===== config.mk =====
export PLATFORM = sky130hd
export DESIGN_NAME = integer_to_radix_digits_top
export DESIGN_NICKNAME = d
export VERILOG_FILES = /design/src/hdl/i2rd_pkg.sv /design/src/hdl/integer_to_radix_digits_top.sv
export VERILOG_INCLUDE_DIRS = /design/src /design/src/hdl
export SDC_FILE = /design/constraint.sdc
export NUM_CORES = 1
export LEC_CHECK = 0
export ABC_CLOCK_PERIOD_IN_PS = 22800
export BUFFER_PORTS_ARGS = -buffer_cell sky130_fd_sc_hd__clkbuf_2
export CAP_MARGIN = 30
export CELL_PAD_IN_SITES_DETAIL_PLACEMENT = 0
export CELL_PAD_IN_SITES_GLOBAL_PLACEMENT = 2
export CORE_MARGIN = 5
export CORE_UTILIZATION = 40
export CTS_BUF_LIST = sky130_fd_sc_hd__clkbuf_8 sky130_fd_sc_hd__clkbuf_16
export CTS_CLUSTER_SIZE = 8
export DETAILED_ROUTE_END_ITERATION = 16
export GPL_TIMING_DRIVEN = 0
export PLACE_DENSITY = 0.77
export SETUP_SLACK_MARGIN = 0.2
export SLEW_MARGIN = 20
export SYNTH_ARGS = -nofsm -noshare
export SYNTH_HDL_FRONTEND = slang
export SYNTH_SLANG_ARGS = --single-unit

===== constraint.sdc =====
create_clock -name clk_i -period 22.8 [get_ports clk_i]
set_input_delay 4.56 -clock clk_i [delete_from_list [all_inputs] [get_ports clk_i]]
set_output_delay 4.56 -clock clk_i [all_outputs]
set_load 0.05 [all_outputs]

===== src/hdl/assert_macros.svh =====
// ----------------------------------------------------------------------------
// assert_macros.svh
// shared concurrent assertion macros, clocked on clk_i, off during reset
// ----------------------------------------------------------------------------
`ifndef ASSERT_MACROS_SVH
`define ASSERT_MACROS_SVH

// property must hold at every clock edge outside reset
`define ASSERT_PROP(label, prop, msg) \
  label: assert property (@(posedge clk_i) disable iff (!rst_ni) (prop)) \
    else $error(msg);

// expression must never be true outside reset
`define ASSERT_NEVER(label, expr, msg) \
  label: assert property (@(posedge clk_i) disable iff (!rst_ni) !(expr)) \
    else $error(msg);

`endif


===== src/hdl/i2rd_pkg.sv =====
// ----------------------------------------------------------------------------
// i2rd_pkg
// constants and digit encoding for the integer to radix digits converter
// ----------------------------------------------------------------------------
package i2rd_pkg;

  localparam int unsigned VALUE_W            = 64;  // input field width
  localparam int unsigned VALUE_BITS_DEFAULT = 64;
  localparam int unsigned RADIX_W            = 6;
  localparam int unsigned DIGIT_W            = 6;   // digit value 0..35
  localparam int unsigned CHAR_W             = 7;
  localparam int unsigned STEP_BITS          = 8;   // dividend bits per cycle
  localparam int unsigned CFG_IDX_W          = 1;

  localparam logic [RADIX_W-1:0] RADIX_MIN   = 6'd2;
  localparam logic [RADIX_W-1:0] RADIX_MAX   = 6'd36;
  localparam logic [RADIX_W-1:0] RADIX_RESET = 6'd10;

  localparam logic [CFG_IDX_W-1:0] REG_RADIX      = 1'd0;
  localparam logic [CFG_IDX_W-1:0] REG_UPPER_CASE = 1'd1;

  localparam logic [CHAR_W-1:0] CHAR_ZERO  = 7'h30;  // '0'
  localparam logic [CHAR_W-1:0] CHAR_LOWER = 7'h61;  // 'a'
  localparam logic [CHAR_W-1:0] CHAR_UPPER = 7'h41;  // 'A'
  localparam logic [DIGIT_W-1:0] DIGIT_TEN = 6'd10;

  // digit value to ascii, letters for ten and up
  function automatic logic [CHAR_W-1:0] digit_to_ascii(input logic [DIGIT_W-1:0] d,
                                                       input logic upper);
    logic [CHAR_W-1:0] ch;
    if (d < DIGIT_TEN) begin
      ch = CHAR_ZERO + CHAR_W'(d);
    end else if (upper) begin
      ch = CHAR_UPPER + CHAR_W'(d - DIGIT_TEN);
    end else begin
      ch = CHAR_LOWER + CHAR_W'(d - DIGIT_TEN);
    end
    return ch;
  endfunction

endpackage


===== src/hdl/integer_to_radix_digits_top.sv =====
// ----------------------------------------------------------------------------
// integer_to_radix_digits_top
// converts a signed integer into ascii digits of radix 2..36, msd first
// ----------------------------------------------------------------------------
// each digit runs through the divider chunk by chunk, STEP dividend bits at a time; a further
//   ST_DIV pass spots the zero quotient, then digits load one per ready cycle
// one value at a time, through the single 8-bit-per-cycle divider; radix 2 on
//   the most negative 64-bit value is the longest run
// an out-of-range radix loads its single error result from ST_ERR once the output is free
// reset: async active low, radix returns to 10 and upper case to 0, idle

`include "assert_macros.svh"

module integer_to_radix_digits_top #(
  parameter int unsigned VALUE_BITS = i2rd_pkg::VALUE_BITS_DEFAULT
) (
  input  logic                            clk_i,
  input  logic                            rst_ni,
  // configuration write port
  input  logic                            cfg_we_i,
  input  logic [i2rd_pkg::CFG_IDX_W-1:0]  cfg_idx_i,
  input  logic [i2rd_pkg::RADIX_W-1:0]    cfg_data_i,
  // input stream
  input  logic                            s_axis_tvalid_i,
  output logic                            s_axis_tready_o,
  input  logic [i2rd_pkg::VALUE_W-1:0]    s_axis_tdata_i,   // [63:0] value
  // output stream
  output logic                            m_axis_tvalid_o,
  input  logic                            m_axis_tready_i,
  output logic [7:0]                      m_axis_tdata_o,   // [6:0] digit_char, [7] zero
  output logic                            m_axis_tlast_o,   // last_digit
  output logic [1:0]                      m_axis_tuser_o    // [0] is_negative, [1] bad_radix
);

  localparam int unsigned STEP   = i2rd_pkg::STEP_BITS;
  localparam int unsigned WIDE   = ((VALUE_BITS + STEP - 1) / STEP) * STEP;
  localparam int unsigned CHUNKS = WIDE / STEP;
  localparam int unsigned CNT_W  = (CHUNKS > 1) ? $clog2(CHUNKS) : 1;
  localparam int unsigned NUM_W  = $clog2(VALUE_BITS + 1);
  localparam int unsigned DW     = i2rd_pkg::DIGIT_W;
  localparam int unsigned CW     = i2rd_pkg::CHAR_W;

  typedef enum logic [1:0] {
    ST_IDLE,
    ST_DIV,
    ST_EMIT,
    ST_ERR
  } state_e;

  // configuration registers
  logic [i2rd_pkg::RADIX_W-1:0] radix_q;
  logic                         upper_q;

  always_ff @(posedge clk_i or negedge rst_ni) begin
    if (!rst_ni) begin
      radix_q <= i2rd_pkg::RADIX_RESET;
      upper_q <= 1'b0;
    end else if (cfg_we_i) begin
      unique case (cfg_idx_i)
        i2rd_pkg::REG_RADIX:      radix_q <= cfg_data_i;
        i2rd_pkg::REG_UPPER_CASE: upper_q <= cfg_data_i[0];
        default:                  ;
      endcase
    end
  end

  state_e             state_q;
  logic [WIDE-1:0]    quo_q;       // dividend shifting out, quotient shifting in
  logic [DW-1:0]      rem_q;
  logic [CNT_W-1:0]   cnt_q;       // chunk within the current digit
  logic [NUM_W-1:0]   num_q;       // digits held in the stack
  logic               neg_q;
  logic [DW-1:0]      stack_q [VALUE_BITS];  // digit lifo, top at entry 0

  logic               m_valid_q;
  logic [CW-1:0]      m_char_q;
  logic               m_last_q;
  logic               m_neg_q;
  logic               m_bad_q;

  // input side
  logic                   accept;
  logic [VALUE_BITS-1:0]  in_val;
  logic                   in_neg;
  logic [VALUE_BITS-1:0]  in_mag;
  logic                   radix_ok;

  assign s_axis_tready_o = (state_q == ST_IDLE);
  assign accept          = s_axis_tvalid_i && s_axis_tready_o;
  assign in_val          = s_axis_tdata_i[VALUE_BITS-1:0];
  assign in_neg          = in_val[VALUE_BITS-1];
  assign in_mag          = in_neg ? (~in_val + 1'b1) : in_val;
  assign radix_ok        = (radix_q >= i2rd_pkg::RADIX_MIN) &&
                           (radix_q <= i2rd_pkg::RADIX_MAX);

  // shared divider: STEP restoring steps of the remainder against the radix
  logic [WIDE-1:0] quo_d;
  logic [DW-1:0]   rem_d;

  always_comb begin
    logic [DW:0] trial;
    rem_d = (cnt_q == '0) ? '0 : rem_q;
    quo_d = quo_q;
    for (int i = 0; i < STEP; i++) begin
      trial = {rem_d, quo_d[WIDE-1]};
      quo_d = {quo_d[WIDE-2:0], 1'b0};
      if (trial >= (DW+1)'(radix_q)) begin
        trial    = trial - (DW+1)'(radix_q);
        quo_d[0] = 1'b1;
      end
      rem_d = trial[DW-1:0];
    end
  end

  // sequencer decisions
  logic out_free;
  logic div_done;   // quotient ran to zero after at least one digit
  logic last_chunk;
  logic push;
  logic pop;

  assign out_free   = !m_valid_q || m_axis_tready_i;
  assign div_done   = (cnt_q == '0) && (num_q != '0) && (quo_q == '0);
  assign last_chunk = (cnt_q == CNT_W'(CHUNKS - 1));
  assign push       = (state_q == ST_DIV) && !div_done && last_chunk;
  assign pop        = (state_q == ST_EMIT) && out_free;

  // digit stack, a shift line with the top at entry 0
  always_ff @(posedge clk_i) begin
    if (push) begin
      for (int i = VALUE_BITS - 1; i > 0; i--) begin
        stack_q[i] <= stack_q[i-1];
      end
      stack_q[0] <= rem_d;
    end else if (pop) begin
      for (int i = 0; i < VALUE_BITS - 1; i++) begin
        stack_q[i] <= stack_q[i+1];
      end
    end
  end

  always_ff @(posedge clk_i or negedge rst_ni) begin
    if (!rst_ni) begin
      state_q   <= ST_IDLE;
      quo_q     <= '0;
      rem_q     <= '0;
      cnt_q     <= '0;
      num_q     <= '0;
      neg_q     <= 1'b0;
      m_valid_q <= 1'b0;
      m_char_q  <= '0;
      m_last_q  <= 1'b0;
      m_neg_q   <= 1'b0;
      m_bad_q   <= 1'b0;
    end else begin
      // output register empties once taken, reloaded below if there is more
      if (m_axis_tready_i) begin
        m_valid_q <= 1'b0;
      end
      unique case (state_q)
        ST_IDLE: begin
          if (accept) begin
            quo_q   <= WIDE'(in_mag);
            cnt_q   <= '0;
            num_q   <= '0;
            neg_q   <= in_neg;
            state_q <= radix_ok ? ST_DIV : ST_ERR;
          end
        end
        ST_DIV: begin
          if (div_done) begin
            state_q <= ST_EMIT;
          end else begin
            quo_q <= quo_d;
            rem_q <= rem_d;
            if (last_chunk) begin
              cnt_q <= '0;
              num_q <= num_q + 1'b1;
            end else begin
              cnt_q <= cnt_q + 1'b1;
            end
          end
        end
        ST_EMIT: begin
          if (out_free) begin
            m_valid_q <= 1'b1;
            m_char_q  <= i2rd_pkg::digit_to_ascii(stack_q[0], upper_q);
            m_last_q  <= (num_q == NUM_W'(1));
            m_neg_q   <= neg_q;
            m_bad_q   <= 1'b0;
            num_q     <= num_q - 1'b1;
            if (num_q == NUM_W'(1)) begin
              state_q <= ST_IDLE;
            end
          end
        end
        ST_ERR: begin
          if (out_free) begin
            m_valid_q <= 1'b1;
            m_char_q  <= '0;
            m_last_q  <= 1'b1;
            m_neg_q   <= 1'b0;
            m_bad_q   <= 1'b1;
            state_q   <= ST_IDLE;
          end
        end
        default: state_q <= ST_IDLE;
      endcase
    end
  end

  assign m_axis_tvalid_o = m_valid_q;
  assign m_axis_tdata_o  = {1'b0, m_char_q};
  assign m_axis_tlast_o  = m_last_q;
  assign m_axis_tuser_o  = {m_bad_q, m_neg_q};

  // a digit leaving the stack needs one to be there
  `ASSERT_NEVER(a_emit_nonempty, (state_q == ST_EMIT) && (num_q == '0),
                "emit state with an empty digit stack")
  // an error result is a single zero transfer
  `ASSERT_PROP(a_err_single, m_valid_q && m_bad_q |-> m_last_q && (m_char_q == '0),
               "error result not marked last or carries a character")
  // the stack never grows past the longest run
  `ASSERT_NEVER(a_stack_bound, push && (num_q == NUM_W'(VALUE_BITS)),
                "digit stack overflow")
  // a completed digit run leaves the block idle with no digits pending
  `ASSERT_PROP(a_run_drained,
               $past(state_q == ST_EMIT) && (state_q == ST_IDLE) |-> (num_q == '0),
               "digits left over after the last transfer")

endmodule


=== Word level (Yosys, flattened, before mapping) ===
Memory sizes are Yosys's and may differ from the RTL's.
Index checks and enable logic that the tools add are counted.
Widths: inputs -> output; s select.

* Add/sub/neg operators: 16
* Multiply operators: 0
* Divide/modulo/power cells: 0
* Magnitude comparators: 11
* Equal/unequal tests: 12
* Shifts and indexed selects: 0
* Mux-type cells: 120
* Bitwise operators: 66
* Reduce and logical (&&, ||, !) cells: 26

{| class="wikitable"
|+ Operators by type and width
! kind !! number
|-
| $mux 6 || 72
|-
| $mux 64 || 3
|-
| $pmux 64 s2 || 1
|-
| $add 64x1->64 const B || 1
|-
| $logic_not 64->1 || 1
|-
| $not 64->64 || 1
|-
| $or 1x1->1 || 63
|-
| $ge 7x6->1 || 8
|-
| $mux 7 || 8
|-
| $sub 6x6->6 || 8
|-
| $pmux 7 s3 || 1
|-
| $mux 1 || 20
|-
| $add 7x7->7 const A || 2
|-
| $pmux 7 s2 || 1
|-
| $mux 2 || 6
|-
| $ne 2x2->1 const B || 5
|-
| $reduce_and 5->1 || 2
|-
| $mux 3 || 3
|-
| $pmux 2 s4 || 1
|-
| $reduce_and 2->1 || 4
|-
| $add 6x6->7 const A || 1
|-
| $add 7x1->7 const B || 1
|-
| $eq 7x1->1 const B || 1
|-
| $logic_and 1x1->1 || 7
|-
| 22 further kinds || 30
|}

* Register bits: 101
* Bits in latches: 0
* Memory bits (writable): 384
* Memory bits (read-only): 0
* Output and inout port bits: 13
* Memories kept: 1

{| class="wikitable"
|+ Memory list
! name !! words !! bits a word !! read ports !! clocked after memory_dff !! wr ports !! line !! RTL
|-
| stack_q || 64 || 6 || 64 || 0 || 64 || integer_to_radix_digits_top.sv:73 || <nowiki>logic [DW-1:0] stack_q [VALUE_BITS];</nowiki>
|}

=== Logic depth before layout (Yosys ltp) ===
Gate-level depths: netlist (run 1).

* Depth after elaboration: 20
* Depth in mapped cells: 84
* Depth with buffers taken out: 80

=== Worst setup path before layout (run 1) ===
Ideal clock, no wire load.

* Path kind: register -> register
* Start point: reg cnt_q[0]
* End point: mem stack_q[0][3] in the netlist's numbering (data pin)
* Arrival: 16.526 ns
* Data required time: 22.539 ns
* Path slack: 6.014 ns
* Cell stages (with the launch flop): 79
* Cells stage by stage: dfrtp_1 -> inv_1 -> ha_1 -> nand2b_1 -> clkbuf_1 -> and2_1 -> ha_1 -> nor2_1 -> nor2_1 -> a211o_1 -> o22ai_2 -> mux2_2 -> ha_1 -> and3_1 -> a311o_1 -> o22a_1 -> a221o_1 -> nor2_1 -> (+43 left out) -> a21o_1 -> a211o_1 -> or3_1 -> buf_2 -> nand2_1 -> nand2_1 -> o21ai_0 -> ha_1 -> a21o_1 -> a21o_1 -> a21o_1 -> a21o_1 -> a211oi_1 -> o31a_1 -> o21a_1 -> buf_6 -> nand2_1 -> a221o_1

{| class="wikitable"
|+ RTL lines
! what !! line !! RTL
|-
| start: declaration || integer_to_radix_digits_top.sv:70 || <nowiki>logic [CNT_W-1:0] cnt_q;</nowiki>
|-
| start signal: assignment || integer_to_radix_digits_top.sv:180 || <nowiki>cnt_q <= cnt_q + 1'b1;</nowiki>
|-
| end: declaration || integer_to_radix_digits_top.sv:73 ||
|}

==> results.toml, run 1 <==
[run_status]
status = "completed"

[logic_synthesis]
synth_flop_cell = "edfxtp_1"
ys_seq_elements = 485
synth_area_mm2 = 0.0256
syn_inst = 2812
synth-edff-count = 384
synth_warnings = 0
async_reset_ff_share_pct = 20.8
avgSynthCellArea_um2 = 9.10
synth_cell_type_count = 83
synth_fp_nets = 2957
yosysSeqAreaShare_pct = 55.0

[worst_setup_path]
cp_slowest_stage_delay_ps = 570
critical_path_arrival_ps = 20860
crit_fanout = 10
cp.required_ps = 23130
worstSetupPathType = "flip-flop to flip-flop"
start_kind = "flip-flop"
cp_slowest_cell = "a211oi_1"
endpoint_kind = "flip-flop"

[drt]
drtIter0Drc = 1471
viasPerCell = 5.22
drc = 0
first_pass_iters = 5
wl_per_cell_um = 17.9
drt-total-wl_um = 69100
ant_nets = 0
route.vias.total = 20186

[placement]
place_hpwl_um = 50200
gp_congestion = 0.890
place_area_mm2 = 0.0273
port_buffers = 86
dp.cells = 3754

[sta]
slew_headroom_pct = 37.7
finalSetupTns_ps = 0
post-route-min-period_ps = 20530
fmax_mhz = 48.7
setup_violations = 0
fin_crit_sh_pct = 90.0
rsz0062_at_grt = "no"
fin_skew_ps = 24.7
hold_violations = 0
drv_slew = 0
worstMarginPinSlew_ps = 932
hold_ws_ps = 450

[min_path]
min_path_type = "flip-flop to flip-flop"

[floorplanning]
coreArea_mm2 = 0.0632
ios = 89
die_width_um = 263
dieHeight_um = 263
die_area_mm2 = 0.0691
initial_utilization_pct = 40.5
rows = 92

[clock_network]
clkSinkCount = 485
cts_root_buffer = "clkbuf_16"
tritoncts = "built"
postCtsSetupRepairBufs = 0
path_clk_slew_ps = 50
clk_latency_ps = 610
htree_levels = 3
post_cts_resized = 0
numCtsBuffers = 70
cts_hold_buf = 0
clk_path_buf_depth = 3

[cells_and_area]
multi_input_area_mm2 = 0.0108
layout_commonest_cell = "nand2_1"
final_cell_mix = "nand2_1 (1261), edfxtp_1 (384), o21ai_0 (142), clkbuf_1 (120), nor2_1 (114)"
area_growth_pct = 14.7
area.sequential_mm2 = 0.0141
num_antenna_cells = 0
final_cells = 3865
finalNetCount = 3125
fin_area_mm2 = 0.0294
fillers = 6215
layout-drive-gt1-share_pct = 7.12

[grt]
grt_max_degree = 89
grt_pass1_vias = 20133
grt.total_usage_pct = 19.6
globalRoute.totalOverflow = 0
antenna_found_initial = 1
grt_pass1_wl_um = 111000

[run]
maxCapViolCount = 0
[cell type report]
type | count | area share [%]
flip-flops and latches | 485 | 47.9
multi-input cells | 2135 | 36.8
clock buffers | 72 | 6.14
well taps | 846 | 3.61
repair buffers | 96 | 2.29
plain buffers | 137 | 1.83
clock inverters | 39 | 0.750
inverters | 55 | 0.703
[layer usage]
| layer | part of all wire (%) | vias up | GRT usage, % |
|---|---|---|---|
| met3 | 4.3 | 105 | 3.20 |
| met2 | 43 | 413 | 29.0 |
| met4 | 2.2 | 0 | 5.34 |
| li1 | - | 9921 | - |
| met1 | 50 | 9747 | 29.9 |
| met5 | 0 | - | 0 |
[sequential cells by signal, indices dropped and copies added (netlist names)]
name and flops:
neg_q 1, rem_q 6, radix_q 6, state_q 2
m_axis_tvalid_o 1, m_neg_q 1, quo_q 64, upper_q 1
m_char_q 7, num_q 7, m_axis_tlast_o 1, cnt_q 3
stack_q 384, m_bad_q 1
[critical path: cells and delay by family, from the launching register on]
family,cells,cell delay (ps)
AO/OA/AOI/OAI,43,11220
buffers and inverters,7,1380
flip-flops,1,410
multiplexers,2,800
AND/OR/NAND/NOR,21,3780
adder cells (fa/ha/maj),9,2650
[path summary, 6_finish.rpt]
| check | endpoint | from | cells past startpoint | slack (ps) |
|---|---|---|---|---|
| min in group asynchronous | radix_q[4] | rst_ni | 1 | 3810 |
| max in group asynchronous | quo_q[26] | rst_ni | 2 | 18260 |
| worst max register to register | stack_q[0][2] | cnt_q[0] | 82 | 2270 |
| worst min register to register | stack_q[31][7] | stack_q[31][1] | 0 | 450 |
| worst max-delay path | stack_q[0][2] | cnt_q[0] | 82 | 2270 |
| worst min-delay path | stack_q[31][7] | stack_q[31][1] | 0 | 450 |
[logic make-up after synthesis]
group	share of synthesized area, %
adders and majority gates	3.62
and+or+nand+nor	24.3
AOI/OAI and AO/OA	10.2
DFF	55.0
buffers and inverters	2.90
other	0.0147
xor gates and xnor gates	3.42
muxes	0.670
[Yosys cell counts, types with 4 or more instances]
master	n	area, um2
or3_1	17	106
o21a_1	7	52.6
buf_1	10	37.5
nand4_1	17	106
nor2b_1	21	131
ha_1	62	776
nand2_1	1261	4730
fa_1	7	140
a221o_1	4	40.0
and3_1	7	43.8
xnor2_1	26	228
nor3_1	21	105
o211ai_1	4	30.0
or2_2	5	31.3
a21o_1	22	165
or4_1	7	52.6
edfxtp_1	384	11500
dfrtp_1	99	2480
xor2_1	74	648
nor2_1	114	428
nand2b_1	18	113
mux2i_1	7	70.1
a31oi_1	12	75.1
o22ai_1	4	25.0
o21ai_1	4	20.0
a21oi_1	97	485
a211oi_1	8	60.1
inv_1	53	199
nand3_1	16	80.1
nor4_1	23	144
a22o_1	9	78.8
mux2_2	9	101
and2_1	6	37.5
clkbuf_1	120	450
o41ai_1	8	70.1
o31ai_1	27	203
o221ai_1	4	35.0
o21ai_0	142	711
[per-stage QoR]
| step | setup WS [ps] | util, % |
|---|---|---|
| 2_1_floorplan | 6010 | - |
| 3_3_place_gp | 2880 | 42.8 |
| 3_5_place_dp | 2410 | 43.3 |
| 4_1_cts | 2350 | 46.5 |
| 5_1_grt | 786 | 46.5 |
| 6_report | 2270 | 46.5 |
Power of run 1 is not shown: default switching activity piles up to over one toggle a cycle in this logic, so the estimate is an artifact.
==> run 2, diff against run 1 <==
RECOVER_POWER = 50   (was unset)
==> run 2 against run 1 <==
Against the previous run:
- setup slack better by 43 ps
- the run now ends with max-capacitance violations, max-slew violations left
- critical path type unchanged
- worst hold slack better by 5.2 ps
- first-iteration DRC count increased by 3.7%
- clock skew increased by 3.3 ps
- routed wire length hardly changed
==> results.toml, run 2 (synthesis results as in run 1) <==
[drt]
wl_per_cell_um = 17.9
drt-total-wl_um = 69100
viasPerCell = 5.22
first_pass_iters = 5
ant_nets = 0
route.vias.total = 20183
drc = 0
drtIter0Drc = 1526

[clock_network]
postCtsSetupRepairBufs = 0
numCtsBuffers = 70
cts_root_buffer = "clkbuf_16"
clk_latency_ps = 610
clkSinkCount = 485
post_cts_resized = 0
tritoncts = "built"
cts_hold_buf = 0
path_clk_slew_ps = 50
clk_path_buf_depth = 3
htree_levels = 3

[cells_and_area]
layout-drive-gt1-share_pct = 6.39
regMostFlops = "stack_q"
finalNetCount = 3125
area_growth_pct = 13.9
top_regs = "stack_q x384, quo_q x64"
largest_register_ffs = 384
final_cell_mix = "nand2_1 (1261), edfxtp_1 (384), o21ai_0 (143), clkbuf_1 (141), nor2_1 (114)"
layout_commonest_cell = "nand2_1"
num_antenna_cells = 0
fillers = 6240

[sta]
rsz0062_at_grt = "no"
fin_crit_sh_pct = 89.9
post-route-min-period_ps = 20490
fin_skew_ps = 28.0
slew_headroom_pct = -230
hold_violations = 0
worstMarginPinSlew_ps = 4950
drv_slew = 407
finalSetupTns_ps = 0
setup_violations = 0
fmax_mhz = 48.8

[run]
maxCapViolCount = 8

[floorplanning]
ios = 89
coreArea_mm2 = 0.0632
dieHeight_um = 263
initial_utilization_pct = 40.5
die_width_um = 263
rows = 92
die_area_mm2 = 0.0691

[run_status]
violations = "max-capacitance violations, max-slew violations"
status = "complete, but fails checks"

[min_path]
min_path_type = "flip-flop to flip-flop"
min_to = "stack_q[31][7]"
hold_start = "stack_q[31][1]"
holdPathStages = 0

[worst_setup_path]
worstSetupPathType = "flip-flop to flip-flop"
r2r_slack_ps = 2310
start_kind = "flip-flop"
cp_slowest_stage_delay_ps = 570
cp_slowest_cell = "a211oi_1"
cp.required_ps = 23130
r2r-start = "cnt_q[0]"
r2r_end = "stack_q[0][2]"
critical_path_arrival_ps = 20820
endpoint_kind = "flip-flop"
crit_fanout = 10
rr_worst_depth = 82

[grt]
globalRoute.totalOverflow = 0
grt.total_usage_pct = 19.6
grt_pass1_wl_um = 111000
antenna_found_initial = 1
grt_pass1_vias = 20133
grt_max_degree = 89

[placement]
gp_congestion = 0.890
place_hpwl_um = 50200
port_buffers = 86
run 2: changes by cell type in the layout (fill, tap and decap cells not counted):
cell | before | now
clkbuf_1 | 120 | 141
clkbuf_2 | 85 | 73
buf_16 | 6 | 1
buf_12 | 3 | 0
and2_0 | 0 | 1
and2_1 | 6 | 5
clkbuf_8 | 1 | 0
nand2b_1 | 17 | 18
nand2b_4 | 1 | 0
o21ai_0 | 142 | 143
o21ai_1 | 4 | 3
run 2: how the worst max path moves through the flow:
| stage | endpoint | start | slack (ps) |
|---|---|---|---|
| floorplan | stack_q[0][3] | cnt_q[0] | 6010 |
| global placement | stack_q[0][2] | cnt_q[0] | 2880 |
| detailed placement | stack_q[0][2] | cnt_q[0] | 2410 |
| CTS | stack_q[0][2] | cnt_q[0] | 2350 |
| global route | stack_q[0][2] | cnt_q[0] | 790 |
| finish | stack_q[0][2] | cnt_q[0] | 2310 |
run 2: critical path: cells and delay by family (launching register included):
family          cells  cell delay, ps
compound gates     43           11200
fa+ha+maj           9            2630
buf+inv             7            1380
flops               1             400
mux                 2             800
simple gates       21            3790
run 2: stage by stage:
step                instance area (um2)  cells  hold slack [ps]  setup slack, ps  util (%)
floorplan                         25600   2812              426             6010         -
global placement                  27100   3744              448             2880      42.8
detailed placement                27300   3754              443             2410      43.3
CTS                               29400   3865              452             2350      46.5
global route                      29200   3865              467              786      46.1
finish                            29200   3865              455             2310      46.1
run 2: layout make-up:
class,count,area (um2),share of cell area [%]
repair buffers,96,479,1.64
plain buffers,137,537,1.84
multi-input cells,2135,10800,37.0
clock inverters,39,220,0.755
clock buffers,72,1800,6.18
inverters,55,206,0.708
well taps,846,1060,3.63
flip-flops and latches,485,14100,48.2
run 2: layer usage:
| layer | global-route usage (%) | share of wire [%] | up-vias |
|---|---|---|---|
| met1 | 29.9 | 50 | 9699 |
| met3 | 3.20 | 4.5 | 113 |
| li1 | - | - | 9920 |
| met5 | 0 | 0 | - |
| met2 | 29.0 | 43 | 451 |
| met4 | 5.34 | 2.3 | 0 |
Power of run 2 is left out for the same reason.
==> run 3, diff against run 2 <==
CELL_PAD_IN_SITES_GLOBAL_PLACEMENT = 1   (was 2)
CORE_UTILIZATION = 49   (was 40)
PLACE_DENSITY = 0.78   (was 0.77)
SKIP_LAST_GASP = 1   (was unset)
==> run 3 against run 2 <==
Against the previous run:
- the run still ends with max-capacitance violations, max-slew violations left
- sequential share of layout area rose by 0.58 points
- critical path depth did not move
- largest cell class unchanged
- flip-flop and latch count did not move
==> results.toml, run 3 (synthesis results as in run 1) <==
[run_status]
status = "complete, but fails checks"
violations = "max-capacitance violations, max-slew violations"

[floorplanning]
die_area_mm2 = 0.0569
dieHeight_um = 239
rows = 83
coreArea_mm2 = 0.0515
initial_utilization_pct = 49.7
die_width_um = 239
ios = 89

[clock_network]
tritoncts = "built"
cts_root_buffer = "clkbuf_16"
htree_levels = 3
clkSinkCount = 485
clk_path_buf_depth = 3
cts_hold_buf = 0
path_clk_slew_ps = 50
numCtsBuffers = 70
post_cts_resized = 0
postCtsSetupRepairBufs = 0
clk_latency_ps = 590

[grt]
globalRoute.totalOverflow = 0
grt_pass1_vias = 19502
grt_max_degree = 88
grt_pass1_wl_um = 103000
grt.total_usage_pct = 22.1
antenna_found_initial = 0

[sta]
fmax_mhz = 47.1
finalSetupTns_ps = 0
hold_violations = 0
rsz0062_at_grt = "no"
slew_headroom_pct = -231
drv_slew = 481
fin_skew_ps = 17.0
worstMarginPinSlew_ps = 4970
fin_crit_sh_pct = 93.2
setup_violations = 0
post-route-min-period_ps = 21240

[worst_setup_path]
critical_path_arrival_ps = 21560
critical_path.endpoint = "stack_q[0][2]"
r2r_end = "stack_q[0][2]"
worstSetupPathType = "flip-flop to flip-flop"
start_kind = "flip-flop"
critical_path.startpoint = "cnt_q[0]"
crit_fanout = 10
cpLargestDelayFamily = "compound AO/OA/AOI/OAI gates"
crit_cells = 82
crit_buf_inv = 7
cp_slowest_cell = "a21oi_1"
rr_worst_depth = 82
cp.required_ps = 23120
cp_slowest_stage_delay_ps = 580
r2r-start = "cnt_q[0]"
r2r_slack_ps = 1560
endpoint_kind = "flip-flop"

[drt]
route.vias.total = 20092
viasPerCell = 5.46
drtIter0Drc = 1470
wl_per_cell_um = 17.2
drt-total-wl_um = 63400
drc = 0
ant_nets = 0
first_pass_iters = 5

[min_path]
min_path_type = "flip-flop to flip-flop"
hold_start = "stack_q[31][1]"

[cells_and_area]
regMostFlops = "stack_q"
final_cell_mix = "nand2_1 (1261), edfxtp_1 (384), clkbuf_1 (146), o21ai_0 (143), nor2_1 (114)"
largest_register_ffs = 384
num_antenna_cells = 0
area_growth_pct = 12.6
layout_commonest_cell = "nand2_1"
top_regs = "stack_q x384, quo_q x64"
layout-drive-gt1-share_pct = 6.16
finalNetCount = 3124

[placement]
gp_congestion = 0.858
port_buffers = 86
place_hpwl_um = 46000

[run]
maxCapViolCount = 9
-- run 3: cell count changes in the layout (fill, tap and decap cells not counted) --
cell,before,now
clkinv_8,2,1
clkbuf_2,73,69
clkinv_16,1,0
buf_4,4,3
buf_16,1,0
inv_1,86,72
clkinv_2,1,0
inv_16,1,0
clkinv_1,1,2
inv_6,1,3
clkbuf_1,141,146
-- run 3: worst min-delay path by stage --
stage	end	slack, ps	depth (start not counted)
finish	stack_q[31][7]	460	0
global placement	stack_q[31][7]	450	0
detailed placement	stack_q[31][9]	440	0
floorplan	stack_q[31][10]	430	0
global route	stack_q[31][9]	480	0
CTS	stack_q[31][7]	470	0
-- run 3: layout make-up --
| type | instances | area [um2] |
|---|---|---|
| buffer | 137 | 537 |
| clock buffer | 72 | 1800 |
| clock inverter | 24 | 118 |
| fill | 4782 | 22700 |
| inverter | 55 | 206 |
| multi-input combinational | 2135 | 10800 |
| sequential | 485 | 14100 |
| tap | 680 | 851 |
| timing repair buffer | 95 | 443 |
-- run 3: per-layer routing --
| layer | up-vias | GRT usage (%) | share of wire [%] | wire length [um] |
|---|---|---|---|---|
| li1 | 9876 | - | - | - |
| met5 | - | 0 | 0 | 0 |
| met4 | 0 | 4.90 | 1.9 | 1180 |
| met3 | 89 | 4.76 | 5.6 | 3530 |
| met1 | 9680 | 33.0 | 49 | 30900 |
| met2 | 447 | 33.4 | 44 | 27800 |
-- run 3: metrics by stage --
step / hold slack [ps] / std cells / utilization (%) / setup slack [ps] / instance area, um2
5_1_grt: 477 / 3683 / 55.9 / 205 / 28800
4_1_cts: 467 / 3683 / 56.3 / 2100 / 29000
3_3_place_gp: 448 / 3578 / 52.2 / 2440 / 26900
6_report: 460 / 3683 / 55.9 / 1560 / 28800
2_1_floorplan: 426 / 2812 / - / 6010 / 25600
3_5_place_dp: 442 / 3587 / 52.6 / 2170 / 27100
Power of run 3 is left out for the same reason.
